==> src/sv/pidwin_pkg.sv <==
// pidwin_pkg: shared widths, register indexes and a helper for the windowed pid controller
// depends on nothing; imported by pid_controller_windowed_integral
`default_nettype none

package pidwin_pkg;

  localparam int GAIN_W    = 16;
  localparam int DT_W      = 16;
  localparam int DRIVE_W   = 32;
  localparam int CFG_IDX_W = 2;

  typedef logic [CFG_IDX_W-1:0] cfg_idx_t;

  localparam cfg_idx_t CFG_GAIN_P = 2'd0;
  localparam cfg_idx_t CFG_GAIN_I = 2'd1;
  localparam cfg_idx_t CFG_GAIN_D = 2'd2;

  localparam logic [DRIVE_W-1:0] DRIVE_MAX = 32'h7fff_ffff;
  localparam logic [DRIVE_W-1:0] DRIVE_MIN = 32'h8000_0000;

  // magnitude of a signed q8.8 gain, the most negative code maps to 2^15
  function automatic logic [GAIN_W-1:0] gain_mag(input logic [GAIN_W-1:0] g);
    logic [GAIN_W-1:0] res;
    res = g[GAIN_W-1] ? (~g + 1'b1) : g;
    return res;
  endfunction

endpackage

`default_nettype wire

==> src/sv/pid_controller_windowed_integral.sv <==
// pid_controller_windowed_integral: pid drive with an integral over a sliding window
// depends on pidwin_pkg (widths, register indexes, gain magnitude helper)
// How to use this block:
//   input channel: in_valid / in_stall with setpoint, measurement and elapsed_ms; the
//   word is taken on a rising edge with in_valid high and in_stall low. in_stall is high
//   while a word is being worked on, one word at a time.
//   result channel: out_valid / out_stall with drive and saturated; the result sits in
//   an output register, so a new input word is taken while it still waits.
//   cfg port: gain_p, gain_i, gain_d written at indexes 0..2 when cfg_we is high;
//   index 3 is ignored. Write gains only while the block is idle.
// Datapath: one shared bit-serial shift-add multiplier and one restoring divider, one
//   bit per cycle. An empty time window skips the integral, elapsed_ms of zero skips
//   the derivative. The integral division over the 51-bit dividend dominates.
// Reset (synchronous, rst_n low) clears the gains, the window, the previous error and
//   the output valid. If the receiver stalls, the finished word waits in the output
//   register; a following word is held after its last step until the register frees.
`default_nettype none

module pid_controller_windowed_integral #(
  parameter int WINDOW_LEN     = 5,
  parameter int SAMPLE_BITS    = 16,
  parameter int GAIN_FRAC_BITS = 8
) (
  input  wire                                   clk,
  input  wire                                   rst_n,
  input  wire                                   in_valid,
  output logic                                  in_stall,
  input  wire  signed [SAMPLE_BITS-1:0]         in_setpoint,
  input  wire  signed [SAMPLE_BITS-1:0]         in_measurement,
  input  wire         [pidwin_pkg::DT_W-1:0]    in_elapsed_ms,
  output logic                                  out_valid,
  input  wire                                   out_stall,
  output logic signed [pidwin_pkg::DRIVE_W-1:0] out_drive,
  output logic                                  out_saturated,
  input  wire                                   cfg_we,
  input  wire  pidwin_pkg::cfg_idx_t            cfg_index,
  input  wire         [pidwin_pkg::GAIN_W-1:0]  cfg_data
);

  import pidwin_pkg::*;

  localparam int EW     = SAMPLE_BITS + 1;
  localparam int EMW    = SAMPLE_BITS;
  localparam int DMW    = SAMPLE_BITS + 1;
  localparam int DEW    = SAMPLE_BITS + 2;
  localparam int WLOG   = $clog2(WINDOW_LEN);
  localparam int SMW    = SAMPLE_BITS + WLOG;
  localparam int SEW    = SMW + 1;
  localparam int STW    = DT_W + WLOG;
  localparam int PLW    = GAIN_W + EMW;
  localparam int L1     = GAIN_W + SMW;
  localparam int L2     = L1 + DT_W;
  localparam int LD     = GAIN_W + DMW;
  localparam int PW     = L2;
  localparam int TW_MIN = L2 + 3;
  localparam int TW_SAT = DRIVE_W + GAIN_FRAC_BITS + 1;
  localparam int TW     = (TW_MIN > TW_SAT) ? TW_MIN : TW_SAT;
  localparam int CW     = $clog2(PW + 1);

  typedef enum logic [3:0] {
    S_IDLE, S_LOAD, S_P_MUL, S_I_MUL1, S_I_MUL2, S_I_DIV, S_D_MUL, S_D_DIV, S_FIN
  } state_t;

  state_t state_r, state_nxt;

  logic                     out_valid_r, out_valid_nxt;
  logic signed [DRIVE_W-1:0] out_drive_r, out_drive_nxt;
  logic                     out_sat_r, out_sat_nxt;
  logic [GAIN_W-1:0]        gain_p_r, gain_p_nxt;
  logic [GAIN_W-1:0]        gain_i_r, gain_i_nxt;
  logic [GAIN_W-1:0]        gain_d_r, gain_d_nxt;
  logic signed [EW-1:0]     prev_r, prev_nxt;
  logic signed [SEW-1:0]    sum_err_r, sum_err_nxt;
  logic [STW-1:0]           sum_time_r, sum_time_nxt;
  logic signed [EW-1:0]     win_err_r [WINDOW_LEN];
  logic signed [EW-1:0]     win_err_nxt [WINDOW_LEN];
  logic [DT_W-1:0]          win_time_r [WINDOW_LEN];
  logic [DT_W-1:0]          win_time_nxt [WINDOW_LEN];

  // datapath words, no reset needed
  logic [PW-1:0]            acc_r, acc_nxt;
  logic [GAIN_W-1:0]        mc_r, mc_nxt;
  logic [STW-1:0]           dv_r, dv_nxt;
  logic [STW-1:0]           rem_r, rem_nxt;
  logic signed [TW-1:0]     tot_r, tot_nxt;
  logic [CW-1:0]            cnt_r, cnt_nxt;
  logic                     neg_r, neg_nxt;
  logic signed [EW-1:0]     err_r, err_nxt;
  logic [DT_W-1:0]          dt_r, dt_nxt;

  logic [GAIN_W-1:0]        mc_sel;
  logic [GAIN_W:0]          mul_sum;
  logic [PW-1:0]            mul_acc;
  logic [STW:0]             rem_sh;
  logic [STW+1:0]           sub_full;
  logic                     q_bit;
  logic [STW-1:0]           div_rem;
  logic [PW-1:0]            div_acc;
  logic [TW-1:0]            term_mag;
  logic [TW-1:0]            tot_sum;
  logic [EMW-1:0]           err_abs;
  logic [SMW-1:0]           sum_abs;
  logic [DEW-1:0]           derr;
  logic [DMW-1:0]           derr_abs;
  logic signed [TW-1:0]     shifted;
  logic                     fits;
  logic                     start_i;
  logic                     start_d;

  // shift-add multiplier step: add multiplicand into the top, shift right one bit
  assign mc_sel  = acc_r[0] ? mc_r : '0;
  assign mul_sum = {1'b0, acc_r[PW-1 -: GAIN_W]} + {1'b0, mc_sel};
  assign mul_acc = {mul_sum, acc_r[PW-GAIN_W-1:1]};

  // restoring divider step: dividend msb first, quotient bits enter at the bottom
  assign rem_sh   = {rem_r, acc_r[PW-1]};
  assign sub_full = {1'b0, rem_sh} - {2'b00, dv_r};
  assign q_bit    = ~sub_full[STW+1];
  assign div_rem  = q_bit ? sub_full[STW-1:0] : rem_sh[STW-1:0];
  assign div_acc  = {acc_r[PW-2:0], q_bit};

  always_comb begin
    unique case (state_r)
      S_P_MUL: term_mag = TW'(acc_r[PW-1 -: PLW]);
      S_I_DIV: term_mag = TW'(acc_r[L2-1:0]);
      default: term_mag = TW'(acc_r[LD-1:0]);
    endcase
  end

  assign tot_sum = neg_r ? (tot_r - term_mag) : (tot_r + term_mag);

  assign err_abs  = err_r[EW-1] ? EMW'(-err_r) : EMW'(err_r);
  assign sum_abs  = sum_err_r[SEW-1] ? SMW'(-sum_err_r) : SMW'(sum_err_r);
  assign derr     = {err_r[EW-1], err_r} - {prev_r[EW-1], prev_r};
  assign derr_abs = derr[DEW-1] ? DMW'(-derr) : DMW'(derr);

  // floor shift out of q8.8, then clip to the 32-bit range
  assign shifted = tot_r >>> GAIN_FRAC_BITS;
  assign fits    = (&shifted[TW-1:DRIVE_W-1]) | ~(|shifted[TW-1:DRIVE_W-1]);

  always_comb begin
    state_nxt     = state_r;
    out_valid_nxt = out_valid_r & out_stall;
    out_drive_nxt = out_drive_r;
    out_sat_nxt   = out_sat_r;
    gain_p_nxt    = gain_p_r;
    gain_i_nxt    = gain_i_r;
    gain_d_nxt    = gain_d_r;
    prev_nxt      = prev_r;
    sum_err_nxt   = sum_err_r;
    sum_time_nxt  = sum_time_r;
    win_err_nxt   = win_err_r;
    win_time_nxt  = win_time_r;
    acc_nxt       = acc_r;
    mc_nxt        = mc_r;
    dv_nxt        = dv_r;
    rem_nxt       = rem_r;
    tot_nxt       = tot_r;
    cnt_nxt       = cnt_r;
    neg_nxt       = neg_r;
    err_nxt       = err_r;
    dt_nxt        = dt_r;
    start_i       = 1'b0;
    start_d       = 1'b0;

    if (cfg_we) begin
      unique case (cfg_index)
        CFG_GAIN_P: gain_p_nxt = cfg_data;
        CFG_GAIN_I: gain_i_nxt = cfg_data;
        CFG_GAIN_D: gain_d_nxt = cfg_data;
        default: ;
      endcase
    end

    unique case (state_r)
      S_IDLE: begin
        if (in_valid) begin
          err_nxt   = {in_measurement[SAMPLE_BITS-1], in_measurement}
                    - {in_setpoint[SAMPLE_BITS-1], in_setpoint};
          dt_nxt    = in_elapsed_ms;
          state_nxt = S_LOAD;
        end
      end
      S_LOAD: begin
        acc_nxt   = PW'(err_abs);
        mc_nxt    = gain_mag(gain_p_r);
        neg_nxt   = gain_p_r[GAIN_W-1] ^ err_r[EW-1];
        cnt_nxt   = CW'(EMW);
        tot_nxt   = '0;
        state_nxt = S_P_MUL;
      end
      S_P_MUL: begin
        if (cnt_r != '0) begin
          acc_nxt = mul_acc;
          cnt_nxt = cnt_r - 1'b1;
        end else begin
          tot_nxt = tot_sum;
          if (sum_time_r != '0) begin
            start_i = 1'b1;
          end else begin
            start_d = 1'b1;
          end
        end
      end
      S_I_MUL1: begin
        if (cnt_r != '0) begin
          acc_nxt = mul_acc;
          cnt_nxt = cnt_r - 1'b1;
        end else begin
          // gain times error sum becomes the multiplier against elapsed time
          acc_nxt   = PW'(acc_r[PW-1 -: L1]);
          mc_nxt    = GAIN_W'(dt_r);
          cnt_nxt   = CW'(L1);
          state_nxt = S_I_MUL2;
        end
      end
      S_I_MUL2: begin
        if (cnt_r != '0) begin
          acc_nxt = mul_acc;
          cnt_nxt = cnt_r - 1'b1;
        end else begin
          rem_nxt   = '0;
          dv_nxt    = sum_time_r;
          cnt_nxt   = CW'(L2);
          state_nxt = S_I_DIV;
        end
      end
      S_I_DIV: begin
        if (cnt_r != '0) begin
          acc_nxt = div_acc;
          rem_nxt = div_rem;
          cnt_nxt = cnt_r - 1'b1;
        end else begin
          tot_nxt = tot_sum;
          start_d = 1'b1;
        end
      end
      S_D_MUL: begin
        if (cnt_r != '0) begin
          acc_nxt = mul_acc;
          cnt_nxt = cnt_r - 1'b1;
        end else begin
          rem_nxt   = '0;
          dv_nxt    = STW'(dt_r);
          cnt_nxt   = CW'(LD);
          state_nxt = S_D_DIV;
        end
      end
      S_D_DIV: begin
        if (cnt_r != '0) begin
          acc_nxt = div_acc;
          rem_nxt = div_rem;
          cnt_nxt = cnt_r - 1'b1;
        end else begin
          tot_nxt   = tot_sum;
          state_nxt = S_FIN;
        end
      end
      S_FIN: begin
        if (!out_valid_r || !out_stall) begin
          out_valid_nxt = 1'b1;
          out_sat_nxt   = ~fits;
          if (fits) begin
            out_drive_nxt = shifted[DRIVE_W-1:0];
          end else if (shifted[TW-1]) begin
            out_drive_nxt = DRIVE_MIN;
          end else begin
            out_drive_nxt = DRIVE_MAX;
          end
          // window shifts toward the oldest tap, unfilled taps are still zero
          prev_nxt     = err_r;
          sum_err_nxt  = sum_err_r + SEW'(err_r) - SEW'(win_err_r[WINDOW_LEN-1]);
          sum_time_nxt = sum_time_r + STW'(dt_r) - STW'(win_time_r[WINDOW_LEN-1]);
          win_err_nxt[0]  = err_r;
          win_time_nxt[0] = dt_r;
          for (int k = 1; k < WINDOW_LEN; k++) begin
            win_err_nxt[k]  = win_err_r[k-1];
            win_time_nxt[k] = win_time_r[k-1];
          end
          state_nxt = S_IDLE;
        end
      end
      default: state_nxt = S_IDLE;
    endcase

    if (start_i) begin
      acc_nxt   = PW'(sum_abs);
      mc_nxt    = gain_mag(gain_i_r);
      neg_nxt   = gain_i_r[GAIN_W-1] ^ sum_err_r[SEW-1];
      cnt_nxt   = CW'(SMW);
      state_nxt = S_I_MUL1;
    end

    if (start_d) begin
      if (dt_r != '0) begin
        acc_nxt   = PW'(derr_abs);
        mc_nxt    = gain_mag(gain_d_r);
        neg_nxt   = gain_d_r[GAIN_W-1] ^ derr[DEW-1];
        cnt_nxt   = CW'(DMW);
        state_nxt = S_D_MUL;
      end else begin
        state_nxt = S_FIN;
      end
    end
  end

  always_ff @(posedge clk) begin
    if (!rst_n) begin
      state_r     <= S_IDLE;
      out_valid_r <= 1'b0;
      out_drive_r <= '0;
      out_sat_r   <= 1'b0;
      gain_p_r    <= '0;
      gain_i_r    <= '0;
      gain_d_r    <= '0;
      prev_r      <= '0;
      sum_err_r   <= '0;
      sum_time_r  <= '0;
      for (int k = 0; k < WINDOW_LEN; k++) begin
        win_err_r[k]  <= '0;
        win_time_r[k] <= '0;
      end
    end else begin
      state_r     <= state_nxt;
      out_valid_r <= out_valid_nxt;
      out_drive_r <= out_drive_nxt;
      out_sat_r   <= out_sat_nxt;
      gain_p_r    <= gain_p_nxt;
      gain_i_r    <= gain_i_nxt;
      gain_d_r    <= gain_d_nxt;
      prev_r      <= prev_nxt;
      sum_err_r   <= sum_err_nxt;
      sum_time_r  <= sum_time_nxt;
      win_err_r   <= win_err_nxt;
      win_time_r  <= win_time_nxt;
    end
  end

  always_ff @(posedge clk) begin
    acc_r <= acc_nxt;
    mc_r  <= mc_nxt;
    dv_r  <= dv_nxt;
    rem_r <= rem_nxt;
    tot_r <= tot_nxt;
    cnt_r <= cnt_nxt;
    neg_r <= neg_nxt;
    err_r <= err_nxt;
    dt_r  <= dt_nxt;
  end

  assign in_stall      = (state_r != S_IDLE);
  assign out_valid     = out_valid_r;
  assign out_drive     = out_drive_r;
  assign out_saturated = out_sat_r;

`ifndef SYNTHESIS
  a_busy_after_accept: assert property (@(posedge clk) disable iff (!rst_n)
    (in_valid && !in_stall) |=> in_stall)
    else $error("block not busy after taking a word");

  a_result_from_fin: assert property (@(posedge clk) disable iff (!rst_n)
    $rose(out_valid) |-> $past(state_r == S_FIN))
    else $error("result raised outside the final step");

  a_rem_below_divisor: assert property (@(posedge clk) disable iff (!rst_n)
    (state_r == S_I_DIV || state_r == S_D_DIV) |-> (rem_r < dv_r))
    else $error("divider remainder not below divisor");

  a_no_zero_dt_div: assert property (@(posedge clk) disable iff (!rst_n)
    (state_r == S_D_MUL || state_r == S_D_DIV) |-> (dt_r != '0))
    else $error("derivative term started with zero elapsed time");

  a_sat_clipped: assert property (@(posedge clk) disable iff (!rst_n)
    (out_valid && out_saturated) |->
      (out_drive == DRIVE_MAX || out_drive == DRIVE_MIN))
    else $error("saturated flag without a clipped drive");
`endif

endmodule

`default_nettype wire
==> config.mk <==
export PLATFORM = sky130hd
export DESIGN_NAME = pid_controller_windowed_integral
export DESIGN_NICKNAME = d
export VERILOG_FILES = /design/src/sv/pidwin_pkg.sv /design/src/sv/pid_controller_windowed_integral.sv
export SDC_FILE = /design/constraint.sdc
export NUM_CORES = 2
export LEC_CHECK = 0
export ABC_CLOCK_PERIOD_IN_PS = 6600
export BUFFER_PORTS_ARGS = -buffer_cell sky130_fd_sc_hd__buf_2
export CELL_PAD_IN_SITES_DETAIL_PLACEMENT = 1
export CELL_PAD_IN_SITES_GLOBAL_PLACEMENT = 1
export CORE_MARGIN = 3
export CORE_UTILIZATION = 44
export CTS_CLUSTER_SIZE = 40
export DETAILED_ROUTE_END_ITERATION = 16
export PLACE_DENSITY_LB_ADDON = 0.1
export SLEW_MARGIN = 20
export SYNTH_ARGS = -nofsm -noshare
export SYNTH_HDL_FRONTEND = slang
export SYNTH_SLANG_ARGS = --single-unit
==> constraint.sdc <==
create_clock -name clk -period 6.6 [get_ports clk]
set_clock_uncertainty 0.1 [all_clocks]
set_input_delay 0 -clock clk [delete_from_list [all_inputs] [get_ports clk]]
set_output_delay 0 -clock clk [all_outputs]
set_load 0.02 [all_outputs]
* Word level (Yosys, flattened, before mapping)
Index checks and enable logic that the tools add are counted.
Word-level totals: register bits 489, input bits 71, output and inout port bits 35, logic and storage cells 169
Cells by class: $add $sub $neg 17, eq/ne operators 22, multiplexer cells 63, bitwise operators 11, reduce and logical (&&, ||, !) cells 28
Operator list (count):
- $mux W51 | 6
- $pmux W51 S4 | 1
- $mux W16 | 9
- $mux W19 | 6
- $mux W54 | 2
- $pmux W54 S2 | 1
- $pmux W51 S2 | 1
- $pmux W19 S2 | 2
- $mux W32 | 2
- $add A54 B54 Y54 | 1
- $sub A54 B54 Y54 | 1
- $add A16 B1 Y16 const B | 3
- $not A16 Y16 | 3
- $mux W6 | 7
- $mux W4 | 9
- $pmux W16 S2 | 1
- $pmux W4 S8 | 1
- $pmux W6 S5 | 1
- $ne A4 B4 Y1 const B | 6
- $sub A20 B19 Y21 | 1
- $add A20 B17 Y20 | 1
- $sub A20 B17 Y20 | 1
- $add A19 B16 Y19 | 1
- $neg A19 Y19 | 1
- 39 further kinds | 73

* Depth between registers and ports, before layout
word-level depth 7, gate-level depth with buffers 29, mapped depth without buffers 23

* Least setup slack after synthesis
OpenSTA, ideal clock, no wires.
path kind flip-flop to flip-flop, from register state_r[3], to register tot_r[0] (enable), arrival 5.618 ns, data required time 5.959 ns, setup slack 0.342 ns, cell stages (with the launch flop) 8, period minus slack after synthesis 6.258 ns, path through dfxtp_1 buf_2 nor4b_2 clkbuf_1 buf_1 nor2_1 clkbuf_1 o21ai_0
Between the ends: cells in the longest elaborated chain, start to end 4, elaborated cells between the ends (all ways) 8, those cells by class eq/ne: 5; reduce/logical: 3
RTL lines:
- from (decl) | line pid_controller_windowed_integral.sv:64 | state_t state_r, state_nxt;
- from (signal assigned) | line pid_controller_windowed_integral.sv:324 | state_r <= state_nxt;
- $eq A4 B3 Y1 or $eq A4 B2 Y1 (tied branches) | line pid_controller_windowed_integral.sv:175 | unique case (state_r)
- $reduce_or A3 Y1 (no line)
- $ne A2 B2 Y1 (no line) or $reduce_bool A2 Y1 (tied branches)
- $reduce_and A2 Y1 (no line) *
- to (signal assigned) | line pid_controller_windowed_integral.sv:344 | tot_r <= tot_nxt;
- to (decl) | line pid_controller_windowed_integral.sv:85 | logic signed [TW-1:0] tot_r, tot_nxt;
Every way passes the cells marked *; elsewhere a longest branch is shown, timed or not. A chain may end at the register's enable or synchronous reset.

* Worst setup path after layout
from register state_r[1], to register tot_r[52] (data pin)
Between the ends: cells in the longest elaborated chain, start to end 6, elaborated cells between the ends (all ways) 11, those cells by class add/sub: 2; eq/ne: 4; mux: 4; reduce/logical: 1
RTL lines:
- $eq A4 B3 Y1 or $eq A4 B2 Y1 (tied branches) | line pid_controller_windowed_integral.sv:123, pid_controller_windowed_integral.sv:175
- $pmux W51 S2 | line pid_controller_windowed_integral.sv:123 | unique case (state_r)
- $add A54 B54 Y54 or $sub A54 B54 Y54 (tied branches) | line pid_controller_windowed_integral.sv:130 | assign tot_sum = neg_r ? (tot_r - term_mag) : (tot_r + term_mag);
- $mux W54 | line pid_controller_windowed_integral.sv:130
- $mux W54 | line pid_controller_windowed_integral.sv:193, pid_controller_windowed_integral.sv:229, pid_controller_windowed_integral.sv:250
- $pmux W54 S2 * | line pid_controller_windowed_integral.sv:175
Every way passes the cells marked *; elsewhere a longest branch is shown, timed or not. The select of a mux whose other input is x is not followed.

==> flow_metrics.py <==
metrics = {
    "routing": {
        "avgRoutedWirePerCell_um": 20.2,
        "final_antenna_net_count": 0,
        "vias": 29200,
        "drt_first_iter_violations": 2062,
        "drt-total-wl_um": 103000,
        "first_pass_iters": 8,
        "vias_per_cell": 5.71,
        "drc_errors": 0,
    },
    "power": {
        "power.share.clock_pct": 19.4,
        "p_leak_nw": 14.7,
        "comb_power_share_pct": 54.9,
        "max-vdd-ir-drop_uv": 231,
        "p_per_area_mw_per_mm2": 469,
        "internal_power_w": 0.00936,
        "power_w": 0.0172,
        "pwr-share-seq_pct": 25.7,
        "p_sw_w": 0.00786,
        "swShare_pct": 45.6,
    },
    "sta": {
        "tns_ns": 0,
        "setup_viol": 0,
        "relSlewSlack_pct": 27.3,
        "maxSlewViolCount": 0,
        "fmax_mhz": 163,
        "rsz0062_at_grt": "no",
        "worst_slew_pin_slew_ns": 1.09,
        "hold_viol": 0,
        "layout_min_cycle_time_ns": 6.15,
        "min_period_over_period_pct": 93.2,
    },
    "clock_network": {
        "clkSinkCount": 489,
        "numCtsBuffers": 57,
        "clk_latency_ns": 0.66,
        "clk_path_buf_depth": 3,
        "clk_pin_slew_ns": 0.06,
        "htreeDepth": 2,
        "cts_setup_buffers": 0,
        "cts.root.buffer_cell": "clkbuf_16",
        "cts_tree": "yes",
    },
    "synth": {
        "ys.flop_type": "dfxtp_1",
        "synth_nets": 4301,
        "synth_area_mm2": 0.0324,
        "syn_area_per_cell_um2": 8.06,
        "netlist-cell-type-count": 97,
        "synth_edf_count": 125,
        "ys_seq_area_share_pct": 34.1,
        "ys_warn_count": 0,
        "synthArstFlopShare_pct": 0,
        "ys_seq_elements": 489,
        "synthCells": 4020,
    },
    "hold_path": {
        "whs_endpoint": "err_r[13]",
        "hp-class": "in2reg",
        "hold-path-cell-count": 6,
        "min_from": "in_setpoint[10]",
    },
    "cells_and_area": {
        "drive_gt1_share_pct": 7.63,
        "nets": 4391,
        "final_cell_area_mm2": 0.0367,
        "insertedDiodeCount": 0,
        "fillers": 8708,
        "syn_to_final_growth_pct": 13.4,
        "final_cells": 5107,
    },
    "critical_path": {
        "rrSetupSlack_ns": 0.45,
        "path_class": "reg2reg",
        "startpoint": "state_r[1]",
        "r2r_cells": 20,
        "regToRegStartpoint": "state_r[1]",
        "crit_buf_inv": 1,
        "cp_max_fo": 18,
        "worstPathArrival_ns": 6.52,
        "crit_family": "simple AND/OR/NAND/NOR gates",
        "startpoint_type": "flop",
        "required_ns": 6.96,
        "critPathSlowestCell": "or4b_4",
        "slowest_delay_ns": 0.68,
        "crit_chain": "buf_4 > or4b_4 > mux2i_1 > ha_1 > o2111a_1 > nor2b_1 > a21boi_0 > a21oi_1 > xor2_1 > ha_1 > and2_1 > nand3_1 > or3_1 > nor3_1 > o311a_1 > a21oi_1 > o21ai_2 > a32o_1 > nor3b_1 > a311oi_1",
        "endpoint_kind": "flop",
        "crit-reg2reg-capture": "tot_r[52]",
    },
    "global_routing": {
        "grt_pass1_vias": 29700,
        "grt_max_degree": 107,
        "grt_pass1_wl_um": 165000,
        "gr-usage-all-layers_pct": 26.1,
        "antenna_found_initial": 0,
        "grt_overflow": 0,
    },
    "placement": {
        "finalWeightedCongestion": 0.892,
        "io_buffers": 105,
        "dp_cells": 4897,
        "dpl-instance-area_mm2": 0.0337,
        "dpl.hpwl_um": 71900,
    },
    "floorplan": {
        "floorplan.rows": 98,
        "dieArea_mm2": 0.0769,
        "core_region_area_mm2": 0.0722,
        "io_pins": 106,
        "start_util_pct": 44.9,
        "die_h_um": 277,
        "die_w_um": 277,
    },
    "flow_run": {
        "drv_cap": 0,
    },
    "outcome": {
        "run_status": "finished clean",
    },
}
==> synthesized netlist by cell type, types with 56 or more instances <==
cell type	count	area, um2
nand2_1	723	2710
dfxtp_1	364	7290
nor2_1	275	1030
inv_1	253	950
a21oi_1	237	1190
a21boi_0	229	1720
o21ai_0	225	1130
clkbuf_1	208	781
ha_1	170	2130
xnor2_1	145	1270
edfxtp_1	125	3750
xor2_1	106	928
nand2b_1	64	400
and2_1	59	369
mux2i_1	56	561
nor3_1	56	280
==> through the flow <==
step	setup WS [ns]	util, %	hold WS, ns
after CTS	0.429	50.9	0.00547
after floorplan	0.342	-	-0.00113
after global placement	0.676	46.7	0.0765
after detailed placement	0.480	46.7	0.0783
final	0.449	50.9	0.0224
after global routing	0.00553	50.9	0.0614
==> power groups by stage <==
stage | Sequential [W] | Clock [W] | Combinational [W]
2_1_floorplan | 0.00419 | 0 | 0.00699
6_report | 0.00442 | 0.00334 | 0.00945
5_1_grt | 0.00448 | 0.00354 | 0.0106
3_3_place_gp | 0.00447 | 0 | 0.00913
3_5_place_dp | 0.00447 | 0 | 0.00926
4_1_cts | 0.00441 | 0.00342 | 0.00942
==> tightest hold or removal path: stages <==
cell and delay (ns):
buf_2 0.09, inv_1 0.04, ha_1 0.13, a21o_1 0.12
o41ai_2 0.11, xnor2_1 0.14
==> state kept, by name, summed over array words and instances (netlist names), 6 cells and up <==
name,cells
acc_r,51
cnt_r,6
dt_r,16
dv_r,19
err_r,17
gain_d_r,16
gain_i_r,16
gain_p_r,16
mc_r,16
out_drive,32
rem_r,19
sum_err_r,20
sum_time_r,19
tot_r,54
win_err_r,85
win_time_r,80
==> area by class of cell <==
cell class              instances  area (um2)  share of cell area (%)
clock buffers                  86        1640                    4.47
clock inverters                20         327                   0.889
inverters                     255         957                    2.61
multi-input cells            3038       19500                    53.2
flip-flops and latches        489       11000                    30.1
well taps                     950        1190                    3.24
repair buffers                269        2040                    5.54
==> layer usage <==
metal	routed length (um)	global-route usage, %	up-vias
li1	-	-	14100
met5	0	0	-
met2	50300	45.5	528
met4	2350	6.32	0
met3	4060	2.90	148
met1	46300	34.4	14400
==> placed cells by master (no fill, tap or decap), drive strengths merged, types with 104 or more instances in the layout <==
cell type,count
o21ai,230
nor2,275
a21oi,238
buf,165
a21boi,230
edfxtp,125
nand2,723
ha,170
dlygate4sd3,104
dfxtp,364
inv,257
xor2,106
xnor2,145
==> logic make-up (layout without fill, tap and decap cells) <==
group / after synthesis / in the layout / share of synthesized area, %
adder cells (fa/ha/maj): 210 / 210 / 9.04
AND/OR/NAND/NOR: 1414 / 1414 / 19.6
flip-flops: 489 / 489 / 34.1
AO/OA/AOI/OAI: 1101 / 1101 / 22.6
buffers and inverters: 493 / 630 / 5.94
multiplexers: 62 / 62 / 1.97
XOR/XNOR: 251 / 251 / 6.79
==> repair_timing <==
item | 4_1_cts | 5_1_grt
gates resized for setup | 0 | 1
endpoints found under the setup margin | 0 | 1
hold buffers | 104 | 0
endpoints found under the hold margin | 201 | 0
==> how the worst max path moves through the flow <==
stage / endpoint / depth (start not counted)
after floorplan: tot_r[0] / 7
after global placement: tot_r[52] / 20
after detailed placement: tot_r[52] / 20
after CTS: tot_r[52] / 20
after global routing: tot_r[41] / 20
final: tot_r[52] / 20
Note: power is estimated with default switching activity, not from simulation.
